**src/rtl/qph_pkg.sv**
```systemverilog
// Shared types and constants for the quadratic probe hash table.
`default_nettype none
package qph_pkg;

   localparam int KEY_W   = 32;
   localparam int VALUE_W = 32;
   localparam int SIZE_W  = 11;
   localparam int SLOT_W  = 10;
   localparam int STAT_W  = 3;
   localparam int KBIT_W  = $clog2(KEY_W);

   localparam logic [SIZE_W-1:0] SIZE_RESET = 11'd11;
   localparam logic [SIZE_W-1:0] SIZE_MIN   = 11'd2;

   // request actions
   localparam logic [1:0] ACT_INSERT = 2'd0;
   localparam logic [1:0] ACT_SEARCH = 2'd1;
   localparam logic [1:0] ACT_REMOVE = 2'd2;

   // result codes
   localparam logic [STAT_W-1:0] RES_INSERTED  = 3'd0;
   localparam logic [STAT_W-1:0] RES_UPDATED   = 3'd1;
   localparam logic [STAT_W-1:0] RES_FOUND     = 3'd2;
   localparam logic [STAT_W-1:0] RES_NOT_FOUND = 3'd3;
   localparam logic [STAT_W-1:0] RES_REMOVED   = 3'd4;
   localparam logic [STAT_W-1:0] RES_FULL      = 3'd5;

   // slot states
   localparam logic [1:0] SLOT_EMPTY    = 2'd0;
   localparam logic [1:0] SLOT_OCCUPIED = 2'd1;
   localparam logic [1:0] SLOT_DELETED  = 2'd2;

   typedef struct packed {
      logic [1:0]         action;
      logic [KEY_W-1:0]   key;
      logic [VALUE_W-1:0] entry_value;
   } qph_req_type;

   typedef struct packed {
      logic [STAT_W-1:0]  status;
      logic [VALUE_W-1:0] found_value;
      logic [SLOT_W-1:0]  slot_index;
      logic [SIZE_W-1:0]  probe_count;
      logic               over_threshold;
   } qph_rsp_type;

   // item handed from the front to the back
   typedef struct packed {
      logic [1:0]         action;
      logic [KEY_W-1:0]   key;
      logic [VALUE_W-1:0] entry_value;
      logic [SIZE_W-1:0]  home;
   } qph_job_type;

   typedef enum logic [1:0] {
      F_IDLE,
      F_DIV,
      F_PUSH
   } qph_front_state_type;

   typedef enum logic [2:0] {
      B_CLEAR,
      B_IDLE,
      B_READ,
      B_EVAL,
      B_FINISH
   } qph_back_state_type;

endpackage
`default_nettype wire

```
**src/rtl/qph_queue.sv**
```systemverilog
// Two-entry queue between front and back.
`default_nettype none
module qph_queue
   import qph_pkg::*;
(
   input  wire logic        clock,
   input  wire logic        reset,
   input  wire logic        push,
   input  wire qph_job_type push_job,
   output logic             full,
   input  wire logic        pop,
   output logic             not_empty,
   output qph_job_type      head
);

   qph_job_type entry_ff [2];
   logic        wr_ptr_ff, rd_ptr_ff;
   logic [1:0]  count_ff;

   assign full      = (count_ff == 2'd2);
   assign not_empty = (count_ff != 2'd0);
   assign head      = entry_ff[rd_ptr_ff];

   always_ff @(posedge clock) begin
      if (reset) begin
         wr_ptr_ff <= 1'b0;
         rd_ptr_ff <= 1'b0;
         count_ff  <= 2'd0;
      end else begin
         if (push) wr_ptr_ff <= !wr_ptr_ff;
         if (pop) rd_ptr_ff <= !rd_ptr_ff;
         if (push && !pop) begin
            count_ff <= count_ff + 2'd1;
         end else if (pop && !push) begin
            count_ff <= count_ff - 2'd1;
         end
      end
      if (push) entry_ff[wr_ptr_ff] <= push_job;
   end

endmodule
`default_nettype wire

```
**config.mk**
```make
export PLATFORM = sky130hd
export DESIGN_NAME = qph_queue
export DESIGN_NICKNAME = d
export VERILOG_FILES = /design/src/rtl/qph_pkg.sv /design/src/rtl/qph_queue.sv
export SDC_FILE = /design/constraint.sdc
export NUM_CORES = 1
export LEC_CHECK = 0
export BUFFER_PORTS_ARGS = -buffer_cell sky130_fd_sc_hd__buf_2
export CORE_MARGIN = 1.5
export CORE_UTILIZATION = 40
export CTS_CLUSTER_DIAMETER = 30
export DETAILED_ROUTE_END_ITERATION = 7
export PLACE_DENSITY = 0.62
export SKIP_CTS_REPAIR_TIMING = 1
export SYNTH_ARGS = -nofsm -noshare
export SYNTH_HDL_FRONTEND = slang
export SYNTH_SLANG_ARGS = --single-unit
export TNS_END_PERCENT = 100
```
**constraint.sdc**
```tcl
create_clock -name clock -period 7.64 [get_ports clock]
set_input_delay 1.146 -clock clock [delete_from_list [all_inputs] [get_ports clock]]
set_output_delay 1.146 -clock clock [all_outputs]
set_load 0.005 [all_outputs]
```
# Word level (Yosys, flattened, before mapping)
# Memories as Yosys holds them, arrays and structs flattened. A register that Yosys moved wholly into a read port is not among the register bits.
# Cells that the tools add are included.
# Widths: inputs -> output; s select.
# word_totals
ramBits	154
input_bits	81
latchBits	0
romBits	0
regBits	4
mem_count	1
# op_classes
eq_ne	1
magnitude_cmp	0
bitwise_logic	0
div	0
addsub	2
n_shift	0
reduce_logical	8
mul	0
mux	6
# memory_table
name	depth	word_bits	rd	rd_clocked_by_memory_dff	wr	line_no	text
entry_ff	2	77	1	1	1	qph_queue.sv:16	qph_job_type entry_ff [2];
# ops
op	n
$logic_not 1->1	4
$mux 1	4
$mux 2	2
$reduce_bool 2->1	2
$add 2x1->2 const B	1
$eq 2x2->1 const B	1
$logic_and 1x1->1	2
$sub 2x1->2 const B	1

# Depth between registers and ports, before layout
# Gate-level depths: netlist (run 1).
# logic_depth
ltp_word	4
ltp_mapped	5

# Least setup slack after synthesis (run 1)
# No wires, ideal clock.
# synth_timing
path_type	input port to flip-flop
startpoint	input port push
endpoint	memory entry_ff[0][0] (netlist bit), enable pin
path_slack_ns	2.602
arrival_ns	4.516
cell_stages	1
setup_ns	0.522
cell_sequence	nor2b_1
# synth_between
elab_chain_cells	2
# synth_lines
element	line_no	text
from (decl)	qph_queue.sv:8	input wire logic push,
$mux 1	qph_queue.sv:38	if (push) entry_ff[wr_ptr_ff] <= push_job;
$mux 1 (implied by the code)	qph_queue.sv:38	
to (decl)	qph_queue.sv:16	
# Every way passes these cells.

==> metrics.yaml, run 1 <==
timing.final.ws_setup_ns: 4.14
arrival_ns: 2.35
maxSlewViolCount: 0
min_period_ns: 3.50
finalSetupViolations: 0
r2r_start: "wr_ptr_ff"
critPathMaxFanout: 48
drtAntennaViolNets: 0
r2r-end: "entry_ff[0][53]"
pwr-share-comb_pct: 9.5
sw_frac_of_total_pct: 21.1
cts_tree: "built"
synth.most_common_cell: "edfxtp_1"
finalPower_mw: 2.03
coreArea_um2: 14500
ys.flop_type: "edfxtp_1"
grt_pass1_vias: 3097
setup_tns_ns: 0
finish.utilization_pct: 51.3
period_share_pct: 45.8
chipWidth_um: 124
rsz0062_at_grt: "no"
grt_max_degree: 78
wl_um: 10400
p_leak_nw: 2.85
port_buffers: 159
hold_depth: 2
post-place-ws_ns: 4.35
antenna_found_initial: 1
hold_start: "count_ff[1]"
die_area_um2: 15500
worstSetupPathType: "register to output pin"
firstDrtPassIters: 4
cp.required_ns: 6.49
cp_top_family: "buffers and inverters"
synthTopCellsByCount: "154 x edfxtp_1, 47 x mux2_2, 30 x mux2_4, 5 x dfxtp_1"
ys_ff_latch: 159
synth.area.top_cells: "edfxtp_1 78%, mux2_2 9.0%, mux2_4 7.6%, dfxtp_1 1.7%, buf_8 0.76%"
p_sw_mw: 0.429
slowest_delay_ns: 0.70
worst_path_max_delay_cell: "buf_4"
cts_inserted_buffers: 17
avgRoutedWirePerCell_um: 16.4
nets: 515
synth-edff-count: 154
relSlewSlack_pct: 23.6
synth_cell_type_count: 18
n_fill_cell: 1219
ff2ff_setup_slack_ns: 5.39
path_buf_inv: 2
yosysTopAreaCell: "edfxtp_1"
die_h_um: 124
area_delta_synth_final_pct: 25.9
reg2regPathDepth: 2
power_frac_seq_pct: 51.1
finClkSkew_ns: 0.00462
grt_pass1_wl_um: 15900
vias: 2954
avgSynthCellArea_um2: 22.5
cts.sinks: 159
drc_errors: 0
timing.hold.ws_ns: 0.501
tightest_slew_ns: 1.14
clkTransAtPathRegs_ns: 0.06
power_density_nw_per_um2: 273
synth_top_area_share_pct: 78.4
crit_path_start_kind: "register"
design_area_um2: 7420
hold_violations: 0
place_area_um2: 6870
grt_overflow: 0
yosys_warnings: 0
groute.usage.overall_pct: 13.6
synth_nets: 344
ir_drop_mv: 0.140
rows: 44
fin_cells: 631
gp_congestion: 0.661
cp_cell_sequence: "buf_4 -> mux2_2 -> buf_2"
drt-initial-drc-count: 159
placed_cells: 598
p_clk_share_pct: 39.4
end_kind: "output pin"
synthesis.area_um2: 5900
start_util_pct: 40.7
vias_per_cell: 4.68
drive_above_1_share_pct: 60.1
hpwl_um: 6560
maxCapViolations: 0
fmax_mhz: 286
status: "completed"
synth-async-reset-ratio_pct: 0
worstSkewPairLatency_ns: 0.41
root_buffer: "clkbuf_16"
syn_inst: 262
hold_class: "register to register"
internal-power_mw: 1.60
hold_end: "count_ff[1]"
cts_max_path_buffers: 2
ctsHtreeMaxLevel: 4
ioPinCount: 160
yosysSeqAreaShare_pct: 80.1
[placed cells by master, fill, tap and decap left out, types with 3 or more instances in the layout]
| cell | instances |
|---|---|
| buf_2 | 159 |
| clkbuf_1 | 3 |
| clkbuf_16 | 17 |
| clkinv_1 | 3 |
| clkinv_2 | 3 |
| dfxtp_1 | 4 |
| edfxtp_1 | 154 |
| mux2_2 | 47 |
| mux2_4 | 30 |
| nor2_1 | 4 |
[per-layer routing]
metal,vias up,part of all wire [%],GRT usage [%],routed length [um]
met3,15,6.3,4.85,649
met1,1443,44,16.5,4580
met2,116,47,21.4,4880
li1,1380,-,-,-
met5,-,0,0,0
met4,0,2.5,7.17,256
[power by group through the flow]
| stage | logic, mW | registers (mW) | clock network (mW) |
|---|---|---|---|
| 2_1_floorplan | 0.118 | 1.05 | 0 |
| 3_3_place_gp | 0.195 | 1.05 | 0 |
| 3_5_place_dp | 0.197 | 1.06 | 0 |
| 4_1_cts | 0.198 | 1.04 | 0.816 |
| 5_1_grt | 0.210 | 1.04 | 0.850 |
| 6_report | 0.193 | 1.04 | 0.799 |
[state kept, by name, summed over array words and instances (netlist names), named ones only]
| name | flops |
|---|---|
| count_ff | 2 |
| entry_ff | 154 |
| rd_ptr_ff | 1 |
| wr_ptr_ff | 1 |
[worst max path at each step]
stage | startpoint | end | slack (ns) | depth (start not counted)
after CTS | register | head[75] | 4.07 | 3
after global placement | push | entry_ff[0][43] | 4.40 | 3
after detailed placement | push | entry_ff[0][53] | 4.35 | 3
final | register | head[69] | 4.14 | 3
after floorplan | push | entry_ff[0][0] | 2.60 | 1
after global routing | register | head[75] | 4.00 | 3
[final cells by class]
type                       count  area, um^2  area share (%)
clock inverter                12         119            1.60
tap                          184         230            3.10
sequential                   159        4730            63.7
timing repair buffer         161         811            10.9
multi-input combinational     93        1090            14.7
antenna                        1        2.50          0.0337
clock buffer                  20         437            5.88
inverter                       1        3.75          0.0506
[worst register-to-register path, cell delays in order, from the launching register on]
cell and delay, ns:
dfxtp_1 0.35, nor2b_4 0.90, buf_4 0.62
[logic make-up after synthesis]
group / Yosys count / share of synthesized area, %
DFF: 159 / 80.1
muxes: 77 / 16.6
buffers and inverters: 10 / 1.55
and+or+nand+nor: 9 / 0.785
xor gates and xnor gates: 4 / 0.594
AOI/OAI and AO/OA: 2 / 0.170
adders and majority gates: 1 / 0.212
Note: power is estimated with default switching activity, not from simulation.
==> run 2: changes to the inputs <==
==> constraint.sdc (replaced) <==
create_clock -name clock -period 3.6 [get_ports clock]
set_input_delay 0.54 -clock clock [delete_from_list [all_inputs] [get_ports clock]]
set_output_delay 0.54 -clock clock [all_outputs]
set_load 0.005 [all_outputs]
==> run 2 against run 1 <==
  * Total power grew 120%
  * Non-clock buffer count is the same
  * Routed wire length grew 1.3%
  * Clock power grew 130%
  * Final cell count shrank 0.16%
  * Via count grew 0.58%
  * Register-to-register slack lost 3.6 ns
==> metrics.yaml, run 2 (synthesized netlist as in run 1, its figures left out) <==
status: "completed"
port_buffers: 159
cts_inserted_buffers: 17
arrival_ns: 2.05
cp_top_family: "flip-flops"
final_cell_mix: "159 x buf_2, 154 x edfxtp_1, 47 x mux2_2"
antennaDiodeCount: 0
groute.usage.overall_pct: 14.0
grt_pass1_vias: 3199
gp_congestion: 0.666
root_buffer: "clkbuf_16"
maxCapViolations: 0
path_buf_inv: 2
rows: 44
relSlewSlack_pct: 27.1
cts.sinks: 159
worst_path_max_delay_cell: "dfxtp_4"
firstDrtPassIters: 4
hpwl_um: 6630
vias: 2971
drive_above_1_share_pct: 60.1
grt_max_degree: 78
place_area_um2: 6890
nets: 515
grt_overflow: 0
worstSetupPathType: "register to output pin"
clkTransAtPathRegs_ns: 0.06
final_common_cell: "buf_2"
min_period_ns: 2.59
die_area_um2: 15500
r2r_start: "wr_ptr_ff"
ioPinCount: 160
p_leak_nw: 2.87
critPathMaxFanout: 42
n_fill_cell: 1203
tightest_slew_ns: 1.09
worstSkewPairLatency_ns: 0.42
hold_start: "push_job[36]"
area_delta_synth_final_pct: 27.1
multi_input_area_um2: 1090
drc_errors: 0
start_util_pct: 40.7
antenna_found_initial: 1
vias_per_cell: 4.72
crit_path_start_kind: "register"
ir_drop_mv: 0.288
power_density_nw_per_um2: 594
cts_max_path_buffers: 2
largest_reg_flops: 154
wl_um: 10500
reg.largest.list: "entry_ff (154), count_ff (2)"
hold_class: "primary input to register"
regArea_um2: 4730
chipWidth_um: 124
cp_cell_sequence: "buf_12 -> mux2_2 -> buf_2"
drt-initial-drc-count: 133
maxSlewViolCount: 0
grt_pass1_wl_um: 16300
cts_tree: "built"
slowest_delay_ns: 0.74
avgRoutedWirePerCell_um: 16.7
setup_tns_ns: 0
rsz0062_at_grt: "no"
cp.required_ns: 3.06
finClkSkew_ns: 0.00719
design_area_um2: 7500
ctsHtreeMaxLevel: 4
fmax_mhz: 386
hold_violations: 0
coreArea_um2: 14500
period_share_pct: 71.9
die_h_um: 124
largest-register: "entry_ff"
end_kind: "output pin"
drtAntennaViolNets: 0
finalSetupViolations: 0
run 2: changes by cell type in the layout (fill, tap and decap cells not counted), sizes merged:
cell      previous run  this run
bufinv               2         4
clkbuf              20        21
clkinv               7         3
clkinvlp             2         3
diode                1         0
run 2: area by class of cell:
cell class | count | area share [%]
clock inverters | 11 | 2.19
multi-input cells | 93 | 14.6
inverters | 1 | 0.0501
well taps | 184 | 3.07
clock buffers | 21 | 5.88
repair buffers | 161 | 11.2
flip-flops and latches | 159 | 63.1
run 2: path summary, 6_finish.rpt:
check | cells past startpoint | slack (ns) | endpoint
hold / removal | 1 | 0.30 | entry_ff[1][36]
setup reg to reg | 2 | 1.83 | entry_ff[0][16]
hold reg to reg | 2 | 0.50 | count_ff[1]
setup / recovery | 3 | 1.01 | head[30]
run 2: routing by layer:
metal	global-route usage (%)	vias to the layer above	share of wire, %
li1	-	1376	-
met1	16.7	1464	44
met3	5.28	17	7.4
met2	22.2	112	47
met4	7.51	2	1.8
met5	0	-	0.12
run 2: through the flow:
step | util, % | hold WS, ns | power [mW] | cells | worst slack (ns)
after global placement | 47.6 | 0.472 | 2.65 | 598 | 1.39
after detailed placement | 47.6 | 0.488 | 2.67 | 598 | 1.41
after global routing | 51.8 | 0.285 | 4.61 | 630 | 0.900
after floorplan | - | 0.456 | 2.47 | 262 | 0.611
final | 51.8 | 0.304 | 4.45 | 630 | 1.01
after CTS | 51.8 | 0.278 | 4.51 | 630 | 0.962
run 2: where the power goes:
| part | leakage [nW] | switching (mW) | total (mW) | internal [mW] |
|---|---|---|---|---|
| registers | 1.49 | 0.0461 | 2.21 | 2.16 |
| logic | 1.10 | 0.181 | 0.409 | 0.228 |
| clock network | 0.283 | 0.683 | 1.84 | 1.16 |
