## src/rtl/qph_pkg.sv

```systemverilog
// Shared types and constants for the quadratic probe hash table.
`default_nettype none
package qph_pkg;

   localparam int KEY_W   = 32;
   localparam int VALUE_W = 32;
   localparam int SIZE_W  = 11;
   localparam int SLOT_W  = 10;
   localparam int STAT_W  = 3;
   localparam int KBIT_W  = $clog2(KEY_W);

   localparam logic [SIZE_W-1:0] SIZE_RESET = 11'd11;
   localparam logic [SIZE_W-1:0] SIZE_MIN   = 11'd2;

   // request actions
   localparam logic [1:0] ACT_INSERT = 2'd0;
   localparam logic [1:0] ACT_SEARCH = 2'd1;
   localparam logic [1:0] ACT_REMOVE = 2'd2;

   // result codes
   localparam logic [STAT_W-1:0] RES_INSERTED  = 3'd0;
   localparam logic [STAT_W-1:0] RES_UPDATED   = 3'd1;
   localparam logic [STAT_W-1:0] RES_FOUND     = 3'd2;
   localparam logic [STAT_W-1:0] RES_NOT_FOUND = 3'd3;
   localparam logic [STAT_W-1:0] RES_REMOVED   = 3'd4;
   localparam logic [STAT_W-1:0] RES_FULL      = 3'd5;

   // slot states
   localparam logic [1:0] SLOT_EMPTY    = 2'd0;
   localparam logic [1:0] SLOT_OCCUPIED = 2'd1;
   localparam logic [1:0] SLOT_DELETED  = 2'd2;

   typedef struct packed {
      logic [1:0]         action;
      logic [KEY_W-1:0]   key;
      logic [VALUE_W-1:0] entry_value;
   } qph_req_type;

   typedef struct packed {
      logic [STAT_W-1:0]  status;
      logic [VALUE_W-1:0] found_value;
      logic [SLOT_W-1:0]  slot_index;
      logic [SIZE_W-1:0]  probe_count;
      logic               over_threshold;
   } qph_rsp_type;

   // item handed from the front to the back
   typedef struct packed {
      logic [1:0]         action;
      logic [KEY_W-1:0]   key;
      logic [VALUE_W-1:0] entry_value;
      logic [SIZE_W-1:0]  home;
   } qph_job_type;

   typedef enum logic [1:0] {
      F_IDLE,
      F_DIV,
      F_PUSH
   } qph_front_state_type;

   typedef enum logic [2:0] {
      B_CLEAR,
      B_IDLE,
      B_READ,
      B_EVAL,
      B_FINISH
   } qph_back_state_type;

endpackage
`default_nettype wire

```

## src/rtl/qph_front.sv

```systemverilog
// Front end: accepts items and computes the home slot, key mod size.
`default_nettype none
module qph_front
   import qph_pkg::*;
(
   input  wire logic              clock,
   input  wire logic              reset,
   input  wire logic [SIZE_W-1:0] size,
   input  wire logic              hold,
   input  wire logic              req_valid,
   output logic                   req_stall,
   input  wire qph_req_type       req_data,
   output logic                   push,
   output qph_job_type            job,
   input  wire logic              queue_full
);

   qph_front_state_type state_ff, state_in;
   qph_req_type         item_ff, item_in;
   logic [KEY_W-1:0]    shift_ff, shift_in;
   logic [SIZE_W-1:0]   rem_ff, rem_in;
   logic [KBIT_W-1:0]   bit_ff, bit_in;
   logic [SIZE_W:0]     trial;
   logic                accept;

   assign accept    = req_valid && !req_stall;
   assign req_stall = (state_ff != F_IDLE) || hold;

   always_comb begin
      state_in = state_ff;
      unique case (state_ff)
         F_IDLE: if (accept) state_in = F_DIV;
         F_DIV:  if (bit_ff == KBIT_W'(KEY_W - 1)) state_in = F_PUSH;
         F_PUSH: if (!queue_full) state_in = F_IDLE;
         default: state_in = F_IDLE;
      endcase
   end

   // restoring remainder, one key bit a cycle
   always_comb begin
      item_in  = item_ff;
      shift_in = shift_ff;
      rem_in   = rem_ff;
      bit_in   = bit_ff;
      trial    = {rem_ff, shift_ff[KEY_W-1]};
      push     = 1'b0;
      unique case (state_ff)
         F_IDLE: begin
            if (accept) begin
               item_in  = req_data;
               shift_in = req_data.key;
               rem_in   = '0;
               bit_in   = '0;
            end
         end
         F_DIV: begin
            shift_in = {shift_ff[KEY_W-2:0], 1'b0};
            bit_in   = bit_ff + 1'b1;
            if (trial >= {1'b0, size}) begin
               rem_in = SIZE_W'(trial - {1'b0, size});
            end else begin
               rem_in = SIZE_W'(trial);
            end
         end
         F_PUSH: push = !queue_full;
         default: ;
      endcase
   end

   assign job.action      = item_ff.action;
   assign job.key         = item_ff.key;
   assign job.entry_value = item_ff.entry_value;
   assign job.home        = rem_ff;

   always_ff @(posedge clock) begin
      if (reset) begin
         state_ff <= F_IDLE;
      end else begin
         state_ff <= state_in;
      end
      item_ff  <= item_in;
      shift_ff <= shift_in;
      rem_ff   <= rem_in;
      bit_ff   <= bit_in;
   end

endmodule
`default_nettype wire

```

## config.mk

```make
export PLATFORM = sky130hd
export DESIGN_NAME = qph_front
export DESIGN_NICKNAME = d
export VERILOG_FILES = /design/src/rtl/qph_pkg.sv /design/src/rtl/qph_front.sv
export SDC_FILE = /design/constraint.sdc
export NUM_CORES = 1
export LEC_CHECK = 0
export ABC_CLOCK_PERIOD_IN_PS = 3100
export BUFFER_PORTS_ARGS = -buffer_cell sky130_fd_sc_hd__clkbuf_2
export CAP_MARGIN = 20
export CORE_MARGIN = 4
export CORE_UTILIZATION = 32
export CTS_CLUSTER_DIAMETER = 40
export DETAILED_ROUTE_END_ITERATION = 7
export REMOVE_ABC_BUFFERS = 1
export SKIP_LAST_GASP = 1
export SLEW_MARGIN = 20
export SYNTH_ARGS = -nofsm -noshare
export SYNTH_HDL_FRONTEND = slang
export SYNTH_SLANG_ARGS = --single-unit
```

## constraint.sdc

```tcl
create_clock -name clock -period 3.1 [get_ports clock]
set_input_delay 0.155 -clock clock [delete_from_list [all_inputs] [get_ports clock]]
set_output_delay 0.155 -clock clock [all_outputs]
set_load 0.01 [all_outputs]
```

## Word level (Yosys, flattened, before mapping)

Cells that the tools add are included.

| storage, ports and cells | value |
|---|---|
| register bits after elaboration | 116 |
| bits in latches | 0 |
| bits in writable memories | 0 |
| bits in read-only memories | 0 |
| input bits | 82 |
| word-level logic and storage cells | 38 |
| memories kept | 0 |

| cells by class | value |
|---|---|
| add/subtract/negate cells | 2 |
| multiply operators | 0 |
| divide/modulo/power cells | 0 |
| order comparisons | 1 |
| equal/unequal tests | 6 |
| shifts and indexed selects | 0 |
| mux-type cells | 12 |
| bitwise gates (word level) | 0 |
| reductions and logical operators | 10 |

Operator list:

| kind | count |
|---|---|
| case mux 32 bit (2 select lines) | 1 |
| 2-to-1 mux 32 bit | 1 |
| 2-to-1 mux 11 bit | 2 |
| case mux 11 bit (2 select lines) | 1 |
| >= comparator 12 x 11 -> 1 bit | 1 |
| subtractor 11 bit | 1 |
| case mux 5 bit (2 select lines) | 1 |
| 2-to-1 mux 2 bit | 3 |
| inequality test 2 bit, second input constant | 3 |
| case mux 2 bit (3 select lines) | 1 |
| adder 5 x 1 -> 5 bit, second input constant | 1 |
| equality test 5 bit, second input constant | 1 |
| 2-to-1 mux 5 bit | 1 |
| AND reduction 2 bit | 2 |
| nonzero test 2 bit | 2 |
| AND reduction 3 bit | 1 |
| equality test 2 x 1 -> 1 bit, second input constant | 1 |
| equality test 2 bit, second input constant | 1 |
| logical NOT 1 bit | 2 |
| logical NOT 2 bit | 1 |
| logical AND 1 bit | 1 |
| logical OR 1 bit | 1 |
| 2-to-1 mux 1 bit | 1 |

## Logic depth before layout (Yosys ltp)

Gate-level depths: netlist of run 1.

| logic depth | value |
|---|---|
| word-level depth | 6 |
| gate-level depth with buffers | 10 |
| gate-level depth less buffers | 9 |

## Worst setup path after synthesis of run 1

Ideal clock, no wire load.

| timing path | value |
|---|---|
| kind | register to register |
| start point | reg state_ff[1] |
| end point | reg item_ff, in the netlist job[11] (enable) |
| library setup time | 0.420 ns |
| data arrival time | 1.945 ns |
| required time | 2.680 ns |
| path slack | 0.734 ns |
| stages on the path, launching flop included | 4 |
| buffers on the path | 0 |
| clock period less this slack | 2.366 ns |
| cells stage by stage | dfxtp_1 -> nor3_1 -> nand2_1 -> inv_1 |

| on the way | value |
|---|---|
| cells in the longest elaborated chain, start to end | 5 |
| elaborated cells between the ends (all ways) | 6 |
| classes of those cells | reduce/logical (6) |

Ends and longest elaborated chain:

| item | line | source |
|---|---|---|
| start, declared | qph_front.sv:18 | `qph_front_state_type state_ff, state_in;` |
| start signal, assigned | qph_front.sv:79 | `state_ff <= state_in;` |
| nonzero test 2 bit | qph_front.sv:27 | `assign req_stall = (state_ff != F_IDLE) \|\| hold;` |
| logical OR 1 bit | qph_front.sv:27 |  |
| logical NOT 1 bit | qph_front.sv:26 | `assign accept = req_valid && !req_stall;` |
| logical AND 1 bit | qph_front.sv:26 |  |
| AND reduction 2 bit (no line) * | n/a |  |
| end signal, assigned | qph_front.sv:81 | `item_ff <= item_in;` |
| end, declared | qph_front.sv:19 | `qph_req_type item_ff, item_in;` |

Mark *: on every way between the ends. The rest lies on a longest branch, timed or not.
A chain may end at the register's enable or synchronous reset.

## Worst setup path after layout of run 1

| timing path | value |
|---|---|
| start point | reg shift_ff[31] |
| end point | reg rem_ff[6] (data pin) |

| on the way | value |
|---|---|
| cells in the longest elaborated chain, start to end | 3 |
| elaborated cells between the ends (all ways) | 4 |
| classes of those cells | add/sub (1); order compare (1); mux (2) |

Ends and longest elaborated chain:

| item | line | source |
|---|---|---|
| start, declared | qph_front.sv:20 | `logic [KEY_W-1:0] shift_ff, shift_in;` |
| start signal, assigned | qph_front.sv:82 | `shift_ff <= shift_in;` |
| subtractor 11 bit or >= comparator 12 x 11 -> 1 bit (tied branches) | qph_front.sv:60, qph_front.sv:59 |  |
| 2-to-1 mux 11 bit * | qph_front.sv:59 | `if (trial >= {1'b0, size}) begin` |
| case mux 11 bit (2 select lines) * | qph_front.sv:47 | `unique case (state_ff)` |
| end signal, assigned | qph_front.sv:83 | `rem_ff <= rem_in;` |
| end, declared | qph_front.sv:21 | `logic [SIZE_W-1:0] rem_ff, rem_in;` |

Marks and branches as above.

==> results.txt, run 1 <==
status: finished, final reports clean
Synth Instances: 351
post-synth top area cell: edfxtp_1
Max H-tree Level: 4
Largest stage delay, worst path: 0.42 ns
first-pass GRT wire length: 17.9 mm
Yosys reg bits: 116
total wire length: 11.6 mm
DR vias: 3546
Worst setup EP type: flip-flop
total of max-cap violations: 0
design area: 6960 um2
CTS Buffer Depth: 2
hold_ws: 0.0265 ns
Worst VDD drop: 376 uV
Congestion Overflow GR: 0
pin count of the biggest net entering global routing: 56
Starting Density: 32.6%
FF-to-FF setup slack: 0.58 ns
multi-input logic area: 1170 um2
GR peak layer: met2
largest cells by area after synthesis: edfxtp_1 72%, nand2_1 8.5%, ha_1 3.4%
post-route DRC violation count: 0
# rows: 44
CTS Buf Count: 17
Worst setup SP type: flip-flop
layout cells sized above 1: 32.9%
Worst Hold Class: input pin to flip-flop
Synth cell types: 45
syn avg cell area: 13.5 um2
worst slew pin tran: 0.541 ns
Layout Nets: 687
post-CTS sizing: 0
Ys Warns: 0
Synth top area share: 72.2%
RSZ-0062 raised after global routing: no
min Tclk post-route: 2.52 ns
switching power: 959 uW
Mapped Area: 4740 um2
crit path cell chain: inv_1 > ha_1 > fa_1 > nand2b_2 > a21oi_4 > o21ai_2 > a21o_1 > or3b_1 > a21oi_1
chip height: 130 um
port bufs: 160
fillers: 1326
Max Fclk: 397 MHz
Synth Flop Type: edfxtp_1
wire length per cell: 14.8 um
Finished Layout Cells: 787
drt via density: 4.51
Power Dens Cells: 594 nW/um2
combinational share of power: 13.2%
period utilisation layout: 81.2%
final worst slack: 0.584 ns
Die X: 130 um
met1 usage: 16.2%
Layout Area Growth over Synthesis: 46.7%
initial antenna violation count: 0
post-synthesis sequential area ratio: 73.0%
TritonCTS clock tree: built
setup TNS: 0 ns
DRT Pass-1 Iters: 4
Storage cell area: 3460 um2
number of global-route vias before repair: 3605
required time worst endpoint: 3.35 ns
Final Max Tran Viols: 0
Clock power frac: 40.9%
Post-DP Area: 5780 um2
CTS Hold Bufs: 67
CP max stage cell: or3b_1
io pins: 161
core area: 14500 um2
clock transition at the registers of the reported paths: 0.05 ns
Worst Path Max Fanout: 11
Reg power frac: 46.0%
Post-CTS Setup Inserts: 0
commonest non-fill, non-tap cells in the layout: 160 x clkbuf_2, 114 x edfxtp_1, 106 x nand2_1
pre-CTS setup slack: 0.611 ns
final antenna-violating net count: 0
Pint: 3.17 mW
dpl cells: 689
Finish-stage setup viols: 0
Slew Limit Headroom: 63.4%
Critical Path AT: 2.76 ns
ys async rst share: 0%
GR Layer Usage met2: 23.3%
commonest non-fill, non-tap cell in the layout: clkbuf_2
Sw Ratio: 23.2%
CTS Sinks: 116
Lkg Pwr: 2.99 nW
first-iteration detailed-routing DRC count: 168
met3 Use GR: 4.50%
count of final hold-check violations: 0
total track usage: 13.9%
area of the die: 16800 um2
Routability Congestion: 0.754
DP HPWL: 7.70 mm
Setup Crit Path Kind: flip-flop to flip-flop
EDFF count, synth: 114
clk_skew: 0.0104 ns
Root Driver: clkbuf_16
clk_lat worst skew: 0.41 ns
-- power groups by stage --
stage / Combinational, mW / Sequential (mW) / Clock (mW)
floorplan: 0.256 / 1.95 / 0
global placement: 0.469 / 1.92 / 0
detailed placement: 0.480 / 1.93 / 0
CTS: 0.550 / 1.90 / 1.73
global route: 0.608 / 1.91 / 1.81
finish: 0.543 / 1.90 / 1.69
-- cells by family (layout without fill, tap and decap cells) --
logic type	Yosys count	count (layout)	synth area share, %
xor+xnor	5	5	0.924
buf+inv	26	276	2.59
flops	116	116	73.0
simple gates	152	152	13.9
other cells	0	2	0
compound gates	38	38	5.70
fa+ha+maj	14	14	3.85
-- stage by stage --
step	total power, mW	util [%]
after CTS	4.18	47.8
after floorplan	2.21	-
final	4.13	47.9
after global placement	2.39	39.8
after detailed placement	2.41	39.8
after global routing	4.32	47.8
-- worst max-delay path, delay by kind of cell, from the launching register on --
kind	cells	cell delay, ns
fa+ha+maj	2	0.57
simple gates	2	0.65
compound gates	4	0.74
flops	1	0.34
buf+inv	1	0.05
-- path summary, 6_finish.rpt --
| kind | to | start | cells past startpoint |
|---|---|---|---|
| worst max-delay path | rem_ff[6] | shift_ff[31] | 9 |
| worst min-delay path | state_ff[1] | queue_full | 3 |
| worst max register to register | rem_ff[6] | shift_ff[31] | 9 |
| worst min register to register | shift_ff[19] | shift_ff[18] | 2 |
-- layout make-up --
class / instances / share of cell area, %
clock buffers: 20 / 6.28
flip-flops and latches: 116 / 49.8
diodes: 2 / 0.0719
repair buffers: 231 / 21.9
well taps: 184 / 3.31
clock inverters: 9 / 0.953
multi-input cells: 209 / 16.8
inverters: 16 / 0.863
-- registers in the layout (all words and copies together), names as in the netlist --
register / count
state_ff: 2
bit_ff: 5
shift_ff: 32
rem_ff: 11
job: 66
-- cell usage after synthesis, types with 2 or more instances --
cell / instances
edfxtp_1: 114
nand2_1: 107
inv_1: 16
ha_1: 13
nor2_1: 13
a21oi_1: 12
clkbuf_1: 7
and2_1: 5
nand2b_1: 4
nand3_1: 4
nor3_1: 4
o21ai_0: 4
a211oi_1: 3
o21a_1: 3
or3_1: 3
xnor2_1: 3
a21o_1: 2
and4_1: 2
buf_6: 2
dfxtp_1: 2
nor2b_1: 2
o21ai_2: 2
xor2_1: 2
-- routing by layer --
| metal | share of wire (%) | routed length, um |
|---|---|---|
| met1 | 40 | 4620 |
| met2 | 53 | 6180 |
| met3 | 4.8 | 553 |
| met4 | 2.2 | 259 |
| met5 | 0 | 0 |
No activity file was read; power rests on OpenSTA's default activity.
==> run 2: changes to the inputs <==
--- a/config.mk
+++ b/config.mk
@@ -5,7 +5,7 @@
 export SDC_FILE = /design/constraint.sdc
 export NUM_CORES = 1
 export LEC_CHECK = 0
-export ABC_CLOCK_PERIOD_IN_PS = 3100
+export ABC_CLOCK_PERIOD_IN_PS = 2600
 export BUFFER_PORTS_ARGS = -buffer_cell sky130_fd_sc_hd__clkbuf_2
 export CAP_MARGIN = 20
 export CORE_MARGIN = 4
==> constraint.sdc (replaced) <==
create_clock -name clock -period 2.6 [get_ports clock]
set_input_delay 0.13 -clock clock [delete_from_list [all_inputs] [get_ports clock]]
set_output_delay 0.13 -clock clock [all_outputs]
set_load 0.01 [all_outputs]
==> run 2 against run 1 <==
Compared with the run above:
- core utilization grew 0.73 points
- first-iteration DRC count grew 1.2%
- die area is the same
- sequential share of layout area is 0.75 points lower
- count of clock-buffer cells in the layout is 2 lower
- global-route usage is 0.054 points higher
- register-to-register slack got worse by 0.49 ns
- via count increased by 0.93%
- combinational power is 23% higher
- hold slack better by 0.029 ns
- critical endpoint is now rem_ff[9]
- largest power group unchanged
- highest routed layer unchanged
==> results.txt, run 2 (synthesized netlist as in run 1, its figures left out) <==
total of max-cap violations: 0 (unchanged)
wire length per cell: 14.9 um (+0.95%)
first-iteration detailed-routing DRC count: 170 (+1.2%)
Final Max Tran Viols: 0 (unchanged)
pin count of the biggest net entering global routing: 67 (+20%)
Post-DP Area: 5780 um2 (unchanged)
Root Driver: clkbuf_16
clk_skew: 0.00738 ns (-0.00305 ns)
number of global-route vias before repair: 3609 (+0.11%)
Lkg Pwr: 3.04 nW (+1.6%)
post-route DRC violation count: 0 (unchanged)
pre-CTS setup slack: 0.114 ns (-0.497 ns)
Setup Crit Path Kind: flip-flop to flip-flop
commonest non-fill, non-tap cells in the layout: 160 x clkbuf_2, 114 x edfxtp_1, 106 x nand2_1
DRT Pass-1 Iters: 4 (unchanged)
GR Layer Usage met2: 23.6% (+0.30 points)
Routability Congestion: 0.784 (+4.1%)
CTS Buffer Depth: 2 (unchanged)
design area: 7060 um2 (+1.5%)
Worst Hold Class: input pin to flip-flop
Slew Limit Headroom: 45.9% (-18 points)
total wire length: 11.8 mm (+1.5%)
Finish-stage setup viols: 0 (unchanged)
Max Fclk: 399 MHz (+0.30%)
Critical Path AT: 2.67 ns (-0.09 ns)
required time worst endpoint: 2.76 ns (-0.59 ns)
Starting Density: 32.6% (unchanged)
chip height: 130 um (unchanged)
min Tclk post-route: 2.51 ns (-0.00759 ns)
io pins: 161 (unchanged)
dpl cells: 689 (unchanged)
final antenna-violating net count: 0 (unchanged)
DP HPWL: 7.92 mm (+2.8%)
period utilisation layout: 96.5% (+15 points)
# rows: 44 (unchanged)
first-pass GRT wire length: 18.1 mm (+0.93%)
initial antenna violation count: 0 (unchanged)
final worst slack: 0.0915 ns (-0.492 ns)
setup TNS: 0 ns (unchanged)
Worst VDD drop: 712 uV (+89%)
layout cells sized above 1: 33.5% (+0.55 points)
GR peak layer: met2
CTS Sinks: 116 (unchanged)
CTS Buf Count: 17 (unchanged)
Layout Nets: 689 (+0.29%)
count of final hold-check violations: 0 (unchanged)
TritonCTS clock tree: built
Power Dens Cells: 733 nW/um2 (+23%)
total track usage: 14.0% (+0.054 points)
Worst setup SP type: flip-flop
DR vias: 3579 (+0.93%)
Max H-tree Level: 4 (unchanged)
commonest non-fill, non-tap cell in the layout: clkbuf_2
Final Power: 5.18 mW (+25%)
status: finished, final reports clean
Layout Area Growth over Synthesis: 48.9%
worst slew pin tran: 0.802 ns (+0.260 ns)
clk_lat worst skew: 0.40 ns (about the same)
met1 usage: 16.3% (+0.080 points)
Worst Path Max Fanout: 11 (unchanged)
port bufs: 160 (unchanged)
max reg flops: 66 (unchanged)
Die X: 130 um (unchanged)
Finished Layout Cells: 791 (+0.51%)
clock transition at the registers of the reported paths: 0.05 ns (about the same)
drt via density: 4.52 (+0.42%)
core area: 14500 um2 (unchanged)
met3 Use GR: 5.24% (+0.74 points)
area of the die: 16800 um2 (unchanged)
Congestion Overflow GR: 0 (unchanged)
Worst setup EP type: flip-flop
==> run 2: per-layer routing <==
metal	vias up	share of wire [%]
met4	0	2.1
met5	-	0
met3	23	5.6
met2	105	53
met1	1704	40
li1	1747	-
==> run 2: power by group <==
| group | total, mW | leakage, nW | switching [mW] | internal (mW) |
|---|---|---|---|---|
| Clock | 2.25 | 0.274 | 0.772 | 1.48 |
| Combinational | 0.667 | 1.67 | 0.363 | 0.303 |
| Sequential | 2.26 | 1.10 | 0.0461 | 2.22 |
| Total | 5.18 | 3.04 | 1.18 | 4.00 |
==> run 2: per-stage QoR <==
| step | hold WS (ns) | utilization (%) |
|---|---|---|
| CTS | 0.0389 | 48.4 |
| global placement | 0.307 | 39.8 |
| finish | 0.0557 | 48.6 |
| global route | 0.0554 | 48.6 |
| floorplan | 0.199 | - |
| detailed placement | 0.310 | 39.8 |
==> run 2: worst paths after layout <==
| path | start | slack, ns | end | cells past startpoint |
|---|---|---|---|---|
| setup / recovery | rem_ff[4] | 0.09 | rem_ff[9] | 7 |
| hold / removal | req_valid | 0.06 | state_ff[0] | 3 |
| setup reg to reg | rem_ff[4] | 0.09 | rem_ff[9] | 7 |
| hold reg to reg | shift_ff[12] | 0.51 | shift_ff[13] | 2 |
==> run 2: layout make-up <==
cell class                 instances  area, um2
antenna                            1       2.50
clock buffer                      18        429
clock inverter                    14        141
fill                            1317       7470
inverter                          16       60.1
multi-input combinational        209       1190
sequential                       116       3460
tap                              184        230
timing repair buffer             233       1540
==> run 2: timing repair <==
action | CTS | global route
hold buffers | 68 | 0
setup endpoints to repair | 0 | 5
hold endpoints to repair | 78 | 0
buffers inserted | 0 | 1
gates resized for setup | 0 | 5
==> run 2: worst max-delay path, cell delays in order, from the launching register on <==
cell	delay, ns
edfxtp_1	0.42
ha_1	0.38
a21oi_1	0.21
o21ai_2	0.09
nor4_1	0.58
a21o_4	0.29
nor2_1	0.08
a31o_1	0.23
